[src/rtl/sha1_stream_hasher_defines.svh]
// Assertion helpers shared by the hasher modules.
// Both expect clk and arst_n in the enclosing scope.
`ifndef SHA1_STREAM_HASHER_DEFINES_SVH
`define SHA1_STREAM_HASHER_DEFINES_SVH

// Consequent checked in the same cycle.
`define SHA1S_ASSERT_IMP(label, ante, cons, msg) \
	label: assert property (@(posedge clk) disable iff (!arst_n) (ante) |-> (cons)) \
		else $error(msg);

// Consequent checked in the cycle after the antecedent.
`define SHA1S_ASSERT_NEXT(label, ante, cons, msg) \
	label: assert property (@(posedge clk) disable iff (!arst_n) (ante) |=> (cons)) \
		else $error(msg);

`endif

[src/rtl/sha1s_pkg.sv]
`default_nettype none
package sha1s_pkg;

	localparam int BYTE_W       = 8;
	localparam int WORD_W       = 32;
	localparam int BLK_WORDS    = 16;
	localparam int DIGEST_WORDS = 5;
	localparam int IDX_W        = 3;
	localparam int CNT_W        = 61;
	localparam int ROUND_W      = 7;
	localparam int ROUNDS       = 80;

	localparam int LEN_HI_IDX = BLK_WORDS - 2;
	localparam int LEN_LO_IDX = BLK_WORDS - 1;

	// byte position from which the length no longer fits in the block
	localparam logic [5:0] PAD_LIMIT = 6'd56;
	localparam logic [BYTE_W-1:0] PAD_BYTE = 8'h80;

	localparam logic [WORD_W-1:0] H_INIT [DIGEST_WORDS] = '{
		32'h67452301, 32'hEFCDAB89, 32'h98BADCFE, 32'h10325476, 32'hC3D2E1F0
	};

	localparam logic [WORD_W-1:0] K_R0 = 32'h5A827999;
	localparam logic [WORD_W-1:0] K_R1 = 32'h6ED9EBA1;
	localparam logic [WORD_W-1:0] K_R2 = 32'h8F1BBCDC;
	localparam logic [WORD_W-1:0] K_R3 = 32'hCA62C1D6;

	localparam int QDEPTH = 2;
	localparam int QPTR_W = (QDEPTH > 1) ? $clog2(QDEPTH) : 1;
	localparam int QCNT_W = $clog2(QDEPTH + 1);

	typedef struct packed {
		logic [BLK_WORDS-1:0][WORD_W-1:0] words;
		logic                             last_blk;
	} blk_t;

endpackage
`default_nettype wire

[src/rtl/sha1s_if.sv]
`default_nettype none
interface sha1s_msg_if;
	import sha1s_pkg::*;
	logic              valid;
	logic              ready;
	logic [BYTE_W-1:0] data_byte;
	logic              has_byte;
	logic              end_of_message;

	modport source (output valid, data_byte, has_byte, end_of_message, input ready);
	modport sink   (input valid, data_byte, has_byte, end_of_message, output ready);
endinterface

interface sha1s_dig_if;
	import sha1s_pkg::*;
	logic              valid;
	logic              ready;
	logic [WORD_W-1:0] digest_word;
	logic [IDX_W-1:0]  word_index;
	logic              last_word;

	modport source (output valid, digest_word, word_index, last_word, input ready);
	modport sink   (input valid, digest_word, word_index, last_word, output ready);
endinterface
`default_nettype wire

[src/rtl/sha1s_front.sv]
`default_nettype none
module sha1s_front (
	input  logic             clk,
	input  logic             arst_n,
	sha1s_msg_if.sink        msg,
	output logic             push_valid,
	input  logic             push_ready,
	output sha1s_pkg::blk_t  push_blk
);
	import sha1s_pkg::*;

	typedef enum logic [2:0] {
		F_FILL, F_PUSH_DATA, F_PAD, F_PUSH_EXTRA, F_PUSH_FINAL
	} fstate_t;

	fstate_t                          state_q;
	logic [CNT_W-1:0]                 count_q;
	logic                             eom_pend_q;
	logic [BLK_WORDS-1:0][WORD_W-1:0] buf_q;

	logic [5:0]  pos;
	logic [3:0]  wi;
	logic [4:0]  lane_sh;
	logic [63:0] bit_len;
	logic        accept;

	assign pos     = count_q[5:0];
	assign wi      = pos[5:2];
	assign lane_sh = {~pos[1:0], 3'b000};
	assign bit_len = {count_q, 3'b000};

	assign msg.ready = (state_q == F_FILL);
	assign accept    = msg.valid && msg.ready;

	assign push_valid = (state_q == F_PUSH_DATA) || (state_q == F_PUSH_EXTRA) ||
		(state_q == F_PUSH_FINAL);

	always_comb begin
		push_blk.words    = buf_q;
		push_blk.last_blk = 1'b0;
		if (state_q == F_PUSH_FINAL) begin
			push_blk.words[LEN_HI_IDX] = bit_len[63:32];
			push_blk.words[LEN_LO_IDX] = bit_len[31:0];
			push_blk.last_blk          = 1'b1;
		end
	end

	always_ff @(posedge clk or negedge arst_n) begin
		if (!arst_n) begin
			state_q    <= F_FILL;
			count_q    <= '0;
			eom_pend_q <= 1'b0;
		end else begin
			case (state_q)
				F_FILL: begin
					if (accept) begin
						eom_pend_q <= msg.end_of_message;
						if (msg.has_byte) begin
							count_q <= count_q + CNT_W'(1);
						end
						if (msg.has_byte && (pos == 6'd63)) begin
							state_q <= F_PUSH_DATA;
						end else if (msg.end_of_message) begin
							state_q <= F_PAD;
						end
					end
				end
				F_PUSH_DATA: begin
					if (push_ready) begin
						state_q <= eom_pend_q ? F_PAD : F_FILL;
					end
				end
				F_PAD: begin
					state_q <= (pos >= PAD_LIMIT) ? F_PUSH_EXTRA : F_PUSH_FINAL;
				end
				F_PUSH_EXTRA: begin
					if (push_ready) begin
						state_q <= F_PUSH_FINAL;
					end
				end
				F_PUSH_FINAL: begin
					if (push_ready) begin
						count_q <= '0;
						state_q <= F_FILL;
					end
				end
				default: begin
					state_q <= F_FILL;
				end
			endcase
		end
	end

	// block buffer; a byte at lane 0 overwrites the word, so later lanes OR into zeros
	always_ff @(posedge clk) begin
		if (accept && msg.has_byte) begin
			if (pos[1:0] == 2'd0) begin
				buf_q[wi] <= {msg.data_byte, 24'h0};
			end else begin
				buf_q[wi][lane_sh +: BYTE_W] <= msg.data_byte;
			end
		end else if (state_q == F_PAD) begin
			for (int j = 0; j < BLK_WORDS; j++) begin
				if (4'(j) > wi) begin
					buf_q[j] <= '0;
				end
			end
			if (pos[1:0] == 2'd0) begin
				buf_q[wi] <= {PAD_BYTE, 24'h0};
			end else begin
				buf_q[wi][lane_sh +: BYTE_W] <= PAD_BYTE;
			end
		end else if ((state_q == F_PUSH_EXTRA) && push_ready) begin
			buf_q <= '0;
		end
	end

endmodule
`default_nettype wire

[src/rtl/sha1s_blk_queue.sv]
`default_nettype none
`include "sha1_stream_hasher_defines.svh"
module sha1s_blk_queue (
	input  logic             clk,
	input  logic             arst_n,
	input  logic             push_valid,
	output logic             push_ready,
	input  sha1s_pkg::blk_t  push_blk,
	output logic             pop_valid,
	input  logic             pop_ready,
	output sha1s_pkg::blk_t  pop_blk
);
	import sha1s_pkg::*;

	blk_t              entry_q [QDEPTH];
	logic [QPTR_W-1:0] wr_ptr_q;
	logic [QPTR_W-1:0] rd_ptr_q;
	logic [QCNT_W-1:0] count_q;
	logic              do_push;
	logic              do_pop;

	assign push_ready = (count_q != QCNT_W'(QDEPTH));
	assign pop_valid  = (count_q != '0);
	assign pop_blk    = entry_q[rd_ptr_q];
	assign do_push    = push_valid && push_ready;
	assign do_pop     = pop_valid && pop_ready;

	function automatic logic [QPTR_W-1:0] ptr_inc(input logic [QPTR_W-1:0] p);
		return (p == QPTR_W'(QDEPTH - 1)) ? '0 : p + QPTR_W'(1);
	endfunction

	always_ff @(posedge clk or negedge arst_n) begin
		if (!arst_n) begin
			wr_ptr_q <= '0;
			rd_ptr_q <= '0;
			count_q  <= '0;
		end else begin
			if (do_push) begin
				wr_ptr_q <= ptr_inc(wr_ptr_q);
			end
			if (do_pop) begin
				rd_ptr_q <= ptr_inc(rd_ptr_q);
			end
			if (do_push && !do_pop) begin
				count_q <= count_q + QCNT_W'(1);
			end else if (do_pop && !do_push) begin
				count_q <= count_q - QCNT_W'(1);
			end
		end
	end

	always_ff @(posedge clk) begin
		if (do_push) begin
			entry_q[wr_ptr_q] <= push_blk;
		end
	end

	`SHA1S_ASSERT_NEXT(a_push_not_empty, do_push, count_q != '0, "queue empty after a push")

endmodule
`default_nettype wire

[src/rtl/sha1s_core.sv]
`default_nettype none
`include "sha1_stream_hasher_defines.svh"
module sha1s_core (
	input  logic             clk,
	input  logic             arst_n,
	input  logic             pop_valid,
	output logic             pop_ready,
	input  sha1s_pkg::blk_t  pop_blk,
	sha1s_dig_if.source      digest
);
	import sha1s_pkg::*;

	typedef enum logic [1:0] {B_IDLE, B_ROUND, B_ADD, B_OUT} bstate_t;

	localparam logic [ROUND_W-1:0] LAST_ROUND = ROUND_W'(ROUNDS - 1);

	bstate_t           state_q;
	logic [ROUND_W-1:0] round_q;
	logic              last_q;
	logic [WORD_W-1:0] chain_q [DIGEST_WORDS];
	logic [WORD_W-1:0] a_q, b_q, c_q, d_q, e_q;
	logic [WORD_W-1:0] sched_q [BLK_WORDS];
	logic              out_valid_q;
	logic [WORD_W-1:0] out_word_q;
	logic [IDX_W-1:0]  out_idx_q;
	logic              out_last_q;

	logic [WORD_W-1:0] w_mix, w, f, k, t;
	logic [IDX_W-1:0]  idx_nxt;
	logic              do_pop;
	logic              out_take;

	assign pop_ready = (state_q == B_IDLE);
	assign do_pop    = pop_valid && pop_ready;
	assign out_take  = out_valid_q && digest.ready;
	assign idx_nxt   = out_idx_q + IDX_W'(1);

	assign digest.valid       = out_valid_q;
	assign digest.digest_word = out_word_q;
	assign digest.word_index  = out_idx_q;
	assign digest.last_word   = out_last_q;

	// window holds W[r-16..r-1] once the first sixteen words have rotated through
	assign w_mix = sched_q[13] ^ sched_q[8] ^ sched_q[2] ^ sched_q[0];
	assign w     = (round_q < ROUND_W'(BLK_WORDS)) ? sched_q[0] : {w_mix[30:0], w_mix[31]};

	always_comb begin
		if (round_q inside {[7'd0:7'd19]}) begin
			f = (b_q & c_q) | (~b_q & d_q);
			k = K_R0;
		end else if (round_q inside {[7'd20:7'd39]}) begin
			f = b_q ^ c_q ^ d_q;
			k = K_R1;
		end else if (round_q inside {[7'd40:7'd59]}) begin
			f = (b_q & c_q) | (b_q & d_q) | (c_q & d_q);
			k = K_R2;
		end else begin
			f = b_q ^ c_q ^ d_q;
			k = K_R3;
		end
	end

	assign t = {a_q[26:0], a_q[31:27]} + f + e_q + k + w;

	always_ff @(posedge clk or negedge arst_n) begin
		if (!arst_n) begin
			state_q     <= B_IDLE;
			round_q     <= '0;
			last_q      <= 1'b0;
			chain_q     <= H_INIT;
			a_q         <= '0;
			b_q         <= '0;
			c_q         <= '0;
			d_q         <= '0;
			e_q         <= '0;
			out_valid_q <= 1'b0;
			out_word_q  <= '0;
			out_idx_q   <= '0;
			out_last_q  <= 1'b0;
		end else begin
			case (state_q)
				B_IDLE: begin
					if (do_pop) begin
						a_q     <= chain_q[0];
						b_q     <= chain_q[1];
						c_q     <= chain_q[2];
						d_q     <= chain_q[3];
						e_q     <= chain_q[4];
						last_q  <= pop_blk.last_blk;
						round_q <= '0;
						state_q <= B_ROUND;
					end
				end
				B_ROUND: begin
					a_q     <= t;
					b_q     <= a_q;
					c_q     <= {b_q[1:0], b_q[31:2]};
					d_q     <= c_q;
					e_q     <= d_q;
					round_q <= round_q + ROUND_W'(1);
					if (round_q == LAST_ROUND) begin
						state_q <= B_ADD;
					end
				end
				B_ADD: begin
					chain_q[0] <= chain_q[0] + a_q;
					chain_q[1] <= chain_q[1] + b_q;
					chain_q[2] <= chain_q[2] + c_q;
					chain_q[3] <= chain_q[3] + d_q;
					chain_q[4] <= chain_q[4] + e_q;
					if (last_q) begin
						out_valid_q <= 1'b1;
						out_word_q  <= chain_q[0] + a_q;
						out_idx_q   <= '0;
						out_last_q  <= 1'b0;
						state_q     <= B_OUT;
					end else begin
						state_q <= B_IDLE;
					end
				end
				B_OUT: begin
					if (out_take) begin
						if (out_last_q) begin
							out_valid_q <= 1'b0;
							chain_q     <= H_INIT;
							state_q     <= B_IDLE;
						end else begin
							out_idx_q  <= idx_nxt;
							out_word_q <= chain_q[idx_nxt];
							out_last_q <= (idx_nxt == IDX_W'(DIGEST_WORDS - 1));
						end
					end
				end
				default: begin
					state_q <= B_IDLE;
				end
			endcase
		end
	end

	always_ff @(posedge clk) begin
		if (do_pop) begin
			for (int i = 0; i < BLK_WORDS; i++) begin
				sched_q[i] <= pop_blk.words[i];
			end
		end else if (state_q == B_ROUND) begin
			for (int i = 0; i < BLK_WORDS - 1; i++) begin
				sched_q[i] <= sched_q[i + 1];
			end
			sched_q[BLK_WORDS-1] <= w;
		end
	end

	`SHA1S_ASSERT_NEXT(a_round_to_add, (state_q == B_ROUND) && (round_q == LAST_ROUND), state_q == B_ADD, "round 79 not followed by add")
	`SHA1S_ASSERT_NEXT(a_chain_restored, out_take && out_last_q, chain_q[0] == H_INIT[0], "chain not restored after digest")
	`SHA1S_ASSERT_IMP(a_valid_in_out, out_valid_q, state_q == B_OUT, "digest valid outside output phase")

endmodule
`default_nettype wire

[src/rtl/sha1_stream_hasher.sv]
// SHA-1 stream hasher.
// msg (sink): one request per message byte; has_byte marks a real byte and
//   end_of_message closes the message, with or without a byte of its own.
// digest (source): five requests per message, word_index 0 (most significant)
//   to 4, last_word on the fifth.
// Throughput: bytes are taken one a cycle while the front is filling a block
//   and the two-block queue has room. The core loads a block, runs 80 rounds
//   on one shared round unit, adds the chain and only then takes a new block.
// End of message: the front pads, pushes an extra padding block when the
//   length does not fit and then the final block with the length; the first
//   digest word is registered in the chain add after the last pending block,
//   and the words follow one a cycle while digest.ready is high.
// Reset: chain value back to the initial constants, byte count cleared, queue
//   emptied; no clearing pass is needed.
// Stall: a waiting digest word holds; the core stops taking blocks, the front
//   keeps filling the queue, dropping msg.ready when it and its block are full.
`default_nettype none
module sha1_stream_hasher (
	input  logic        clk,
	input  logic        arst_n,
	sha1s_msg_if.sink   msg,
	sha1s_dig_if.source digest
);
	import sha1s_pkg::*;

	// front to queue
	logic push_valid;
	logic push_ready;
	blk_t push_blk;

	// queue to core
	logic pop_valid;
	logic pop_ready;
	blk_t pop_blk;

	// byte packing and padding
	sha1s_front u_front (
		.clk        (clk),
		.arst_n     (arst_n),
		.msg        (msg),
		.push_valid (push_valid),
		.push_ready (push_ready),
		.push_blk   (push_blk)
	);

	// decouples filling from compression
	sha1s_blk_queue u_queue (
		.clk        (clk),
		.arst_n     (arst_n),
		.push_valid (push_valid),
		.push_ready (push_ready),
		.push_blk   (push_blk),
		.pop_valid  (pop_valid),
		.pop_ready  (pop_ready),
		.pop_blk    (pop_blk)
	);

	// compression rounds, chain value and digest output
	sha1s_core u_core (
		.clk       (clk),
		.arst_n    (arst_n),
		.pop_valid (pop_valid),
		.pop_ready (pop_ready),
		.pop_blk   (pop_blk),
		.digest    (digest)
	);

endmodule
`default_nettype wire

[src/flat_wrapper.sv]
// flat-port wrapper written by rule: the top's interface ports become plain ports
module sha1_stream_hasher_flat import sha1s_pkg::*;
  (clk, arst_n, msg_valid, msg_data_byte, msg_has_byte, msg_end_of_message, msg_ready, digest_valid, digest_digest_word, digest_word_index, digest_last_word, digest_ready);
  sha1s_msg_if msg_i ();
  sha1s_dig_if digest_i ();
  input  logic clk;
  input  logic arst_n;
  input wire logic [$bits(msg_i.valid)-1:0] msg_valid;
  input wire logic [$bits(msg_i.data_byte)-1:0] msg_data_byte;
  input wire logic [$bits(msg_i.has_byte)-1:0] msg_has_byte;
  input wire logic [$bits(msg_i.end_of_message)-1:0] msg_end_of_message;
  output wire logic [$bits(msg_i.ready)-1:0] msg_ready;
  output wire logic [$bits(digest_i.valid)-1:0] digest_valid;
  output wire logic [$bits(digest_i.digest_word)-1:0] digest_digest_word;
  output wire logic [$bits(digest_i.word_index)-1:0] digest_word_index;
  output wire logic [$bits(digest_i.last_word)-1:0] digest_last_word;
  input wire logic [$bits(digest_i.ready)-1:0] digest_ready;
  assign msg_i.valid = msg_valid;
  assign msg_i.data_byte = msg_data_byte;
  assign msg_i.has_byte = msg_has_byte;
  assign msg_i.end_of_message = msg_end_of_message;
  assign msg_ready = msg_i.ready;
  assign digest_valid = digest_i.valid;
  assign digest_digest_word = digest_i.digest_word;
  assign digest_word_index = digest_i.word_index;
  assign digest_last_word = digest_i.last_word;
  assign digest_i.ready = digest_ready;
  sha1_stream_hasher u_core (.clk(clk), .arst_n(arst_n), .msg(msg_i), .digest(digest_i));
endmodule
[config.mk]
export PLATFORM = sky130hd
export DESIGN_NAME = sha1_stream_hasher_flat
export DESIGN_NICKNAME = d
export VERILOG_FILES = /design/src/rtl/sha1s_pkg.sv /design/src/rtl/sha1s_if.sv /design/src/rtl/sha1s_front.sv /design/src/rtl/sha1s_blk_queue.sv /design/src/rtl/sha1s_core.sv /design/src/rtl/sha1_stream_hasher.sv /design/src/flat_wrapper.sv
export VERILOG_INCLUDE_DIRS = /design/src /design/src/rtl
export SDC_FILE = /design/constraint.sdc
export NUM_CORES = 2
export LEC_CHECK = 0
export BUFFER_PORTS_ARGS = -buffer_cell sky130_fd_sc_hd__buf_2
export CAP_MARGIN = 20
export CORE_ASPECT_RATIO = 1.75
export CORE_MARGIN = 2
export CORE_UTILIZATION = 30
export DETAILED_ROUTE_END_ITERATION = 10
export GPL_TIMING_DRIVEN = 0
export SYNTH_ARGS = -nofsm -noshare
export SYNTH_HDL_FRONTEND = slang
export SYNTH_SLANG_ARGS = --single-unit
[constraint.sdc]
create_clock -name clk -period 33.1 [get_ports clk]
set_clock_uncertainty 0.05 [all_clocks]
set_input_delay 1.655 -clock clk [delete_from_list [all_inputs] [get_ports clk]]
set_output_delay 1.655 -clock clk [all_outputs]
set_load 0.02 [all_outputs]
==> results.py <==
metrics = {
    "floorplan": {
        "pin_count": 52,
        "die_w_um": 471,
        "start_util_pct": 30.1,
        "rows": 300,
        "core_mm2": 0.381,
        "dieArea_mm2": 0.387,
        "die_y_um": 821,
    },
    "worst_setup_path": {
        "endpoint_kind": "flip-flop",
        "slowest_stage": "a2111oi_0",
        "startpoint": "u_core.u_core.round_q[0]",
        "crit_end": "u_core.u_core.a_q[26]",
        "crit_path_start_kind": "flip-flop",
        "worstPathMaxFanout": 10,
        "timing.rr.end": "u_core.u_core.a_q[26]",
        "critPathRequiredTime_ps": 33780,
        "crit_arrival_ps": 10320,
        "path_class": "flip-flop to flip-flop",
        "crit_top_cell": "inv_1",
        "path_depth": 25,
        "r2r_cells": 25,
        "timing.rr.start": "u_core.u_core.round_q[0]",
        "critPathBufInv": 6,
        "slowest_delay_ps": 920,
        "reg2reg_slack_ps": 23460,
        "path_delay_family": "compound AO/OA/AOI/OAI gates",
    },
    "synthesis": {
        "ys.flop_type": "edfxtp_1",
        "ys_warn_count": 0,
        "synth-seq-cells": 2486,
        "yosysSeqAreaShare_pct": 63.4,
        "syn_inst": 9485,
        "syn-cell-area_mm2": 0.115,
        "synth_edf_count": 2050,
        "synth_area_per_cell_um2": 12.1,
        "synth_nets": 9826,
        "yosysUniqueCellTypes": 97,
        "async_flop_share_pct": 17.5,
    },
    "clocking": {
        "cts_sinks": 2486,
        "cts_buffers": 237,
        "htreeDepth": 4,
        "clk_latency_ps": 980,
        "hold_buffers": 0,
        "clock_path_buffers": 4,
        "post_cts_buffers": 0,
        "cts_tree": "done",
        "post_cts_resized": 0,
        "clock-root-buffer": "clkbuf_16",
        "clk_pin_slew_worst_paths_ps": 70,
    },
    "sta": {
        "clock.fmax_ghz": 0.104,
        "hold_viol_final": 0,
        "whs_ps": 390,
        "fin_crit_ps": 9640,
        "worstMarginPinSlew_ps": 1350,
        "slew_headroom_pct": 9.76,
        "fin_crit_sh_pct": 29.1,
        "rsz0062_at_grt": "no",
        "setup_viol": 0,
        "slew_violations": 0,
        "tns_ps": 0,
    },
    "routing": {
        "vias_per_cell": 5.48,
        "drt_first_pass_iters": 6,
        "drc": 0,
        "num_vias": 83307,
        "detail_route.wl_per_cell_um": 32.6,
        "totalWireLength_um": 495000,
        "drtIter0Drc": 9144,
        "drtAntennaViolNets": 0,
    },
    "global_route": {
        "grt_use_total_pct": 25.1,
        "grt_max_degree": 122,
        "antenna_found_initial": 53,
        "grt_pass1_vias": 82490,
        "grt_pass1_wl_um": 669000,
        "overflow": 0,
    },
    "pwr": {
        "peakVddDrop_mv": 0.0538,
        "power.density_mw_per_mm2": 63.2,
        "p_leak_nw": 47.1,
        "report.power.total_mw": 8.34,
    },
    "status": {
        "outcome": "complete, no violations",
    },
    "cells_and_area": {
        "drive_gt1_share_pct": 8.24,
        "fin_nets": 10321,
        "design_area_mm2": 0.132,
        "fin_cells": 15207,
        "area_delta_synth_final_pct": 15.3,
    },
    "place": {
        "place_hpwl_um": 381000,
        "dpl.cell_count": 14687,
        "numPortBuffers": 50,
        "dpl_cell_area_mm2": 0.124,
        "gp_congestion": 1.05,
    },
    "run": {
        "max_cap_violations": 0,
    },
    "hold_path": {
        "hold_path.class": "flip-flop to flip-flop",
    },
}
-- cell type report --
type | instances | area [um^2]
fill | 37723 | 249000
sequential | 2486 | 72600
multi-input combinational | 6192 | 39000
clock buffer | 289 | 6260
tap | 4983 | 6230
timing repair buffer | 256 | 3070
buffer | 524 | 2050
clock inverter | 136 | 1620
inverter | 283 | 1070
antenna | 58 | 145
-- where the power goes --
part / total, mW / switching (mW) / internal, mW
clock network: 2.86 / 1.27 / 1.59
registers: 4.31 / 0.256 / 4.06
logic: 1.17 / 0.934 / 0.233
-- per-layer routing --
metal | vias to the layer above | track usage [%] | routed length [um]
met5 | - | 0 | 121
met4 | 18 | 29.2 | 70700
met3 | 1832 | 5.63 | 34100
met2 | 4386 | 42.7 | 243000
met1 | 41336 | 23.0 | 147000
li1 | 35735 | - | -
-- synth_stat cells, types with 22 or more instances --
master / n / area (um^2)
edfxtp_1: 2050 / 61600
nand2_1: 1614 / 6060
o21ai_0: 1032 / 5160
mux2i_1: 541 / 5420
nor2_1: 533 / 2000
clkbuf_1: 486 / 1820
a21oi_1: 407 / 2040
dfrtp_1: 356 / 8910
inv_1: 282 / 1060
ha_1: 202 / 2530
xnor2_1: 190 / 1660
a31oi_1: 167 / 1040
nand3_1: 165 / 826
a22o_1: 147 / 1290
fa_1: 125 / 2500
xor2_1: 97 / 850
a21o_1: 95 / 713
o22ai_1: 88 / 551
dfstp_2: 80 / 2100
nor3_1: 61 / 305
nor2b_1: 54 / 338
a211oi_1: 53 / 398
o22a_1: 48 / 420
a22oi_1: 42 / 315
o31ai_1: 41 / 308
or3_1: 41 / 257
and3_1: 35 / 219
buf_1: 32 / 120
nand2b_1: 30 / 188
a221oi_1: 29 / 254
and2_1: 28 / 175
nand4_1: 24 / 150
o21a_1: 22 / 165
-- worst min path at each step --
stage                                     endpoint  cells after the start  slack (ps)                    startpoint
detailed placement  u_core.u_queue.entry_q[1][276]                      0         400  u_core.u_front.push_blk[276]
global route        u_core.u_queue.entry_q[0][119]                      0         390  u_core.u_front.push_blk[119]
floorplan           u_core.u_queue.entry_q[0][105]                      0         390  u_core.u_front.push_blk[105]
global placement    u_core.u_queue.entry_q[1][236]                      0         400  u_core.u_front.push_blk[236]
CTS                 u_core.u_queue.entry_q[1][119]                      0         380  u_core.u_front.push_blk[119]
finish               u_core.u_queue.entry_q[1][31]                      0         390   u_core.u_front.push_blk[31]
-- per-stage QoR --
| step | setup WS, ps | utilization, % |
|---|---|---|
| 2_1_floorplan | 7980 | - |
| 3_3_place_gp | -9110 | 31.8 |
| 3_5_place_dp | 23790 | 32.5 |
| 4_1_cts | 23700 | 34.5 |
| 5_1_grt | 23270 | 34.6 |
| 6_report | 23460 | 34.7 |
-- kinds of logic after synthesis --
logic type / after synthesis / synth area share, %
buf+inv: 807 / 2.68
mux: 576 / 5.22
xor+xnor: 287 / 2.20
fa+ha+maj: 327 / 4.39
compound gates: 2347 / 12.4
simple gates: 2655 / 9.72
flops: 2486 / 63.4
-- flip-flops by register name (all words and copies together), names as in the netlist, 2 cells and up --
signal,flops
u_core.u_core.e_q,32
u_core.u_core.sched_q,512
u_core.u_core.digest.word_index,3
u_core.u_front.buf_q,64
u_core.u_core.d_q,32
u_core.u_core.chain_q,160
u_core.u_queue.entry_q,1026
u_core.u_core.b_q,32
u_core.u_core.round_q,7
u_core.u_core.c_q,32
u_core.u_core.digest.digest_word,32
u_core.u_core.a_q,32
u_core.u_front.count_q,61
u_core.u_queue.count_q,2
u_core.u_core.state_q,2
u_core.u_front.push_blk,448
u_core.u_front.state_q,3
-- placed cells by master, fill, tap and decap left out, drive strengths merged, types with 55 or more instances in the layout --
cell type  Yosys  layout
a21o          95      95
a21oi        407     407
a22o         147     147
a31oi        167     167
buf           36     278
clkbuf       488     791
clkinv         0      83
dfrtp        356     356
dfstp         80      80
diode          0      58
edfxtp      2050    2050
fa           125     125
ha           202     202
inv          283     289
mux2i        541     541
nand2       1615    1615
nand3        167     167
nor2         535     535
nor2b         55      55
nor3          64      64
o21ai       1039    1039
o22ai         88      88
xnor2        190     190
xor2          97      97
No activity file was read; power rests on OpenSTA's default activity.
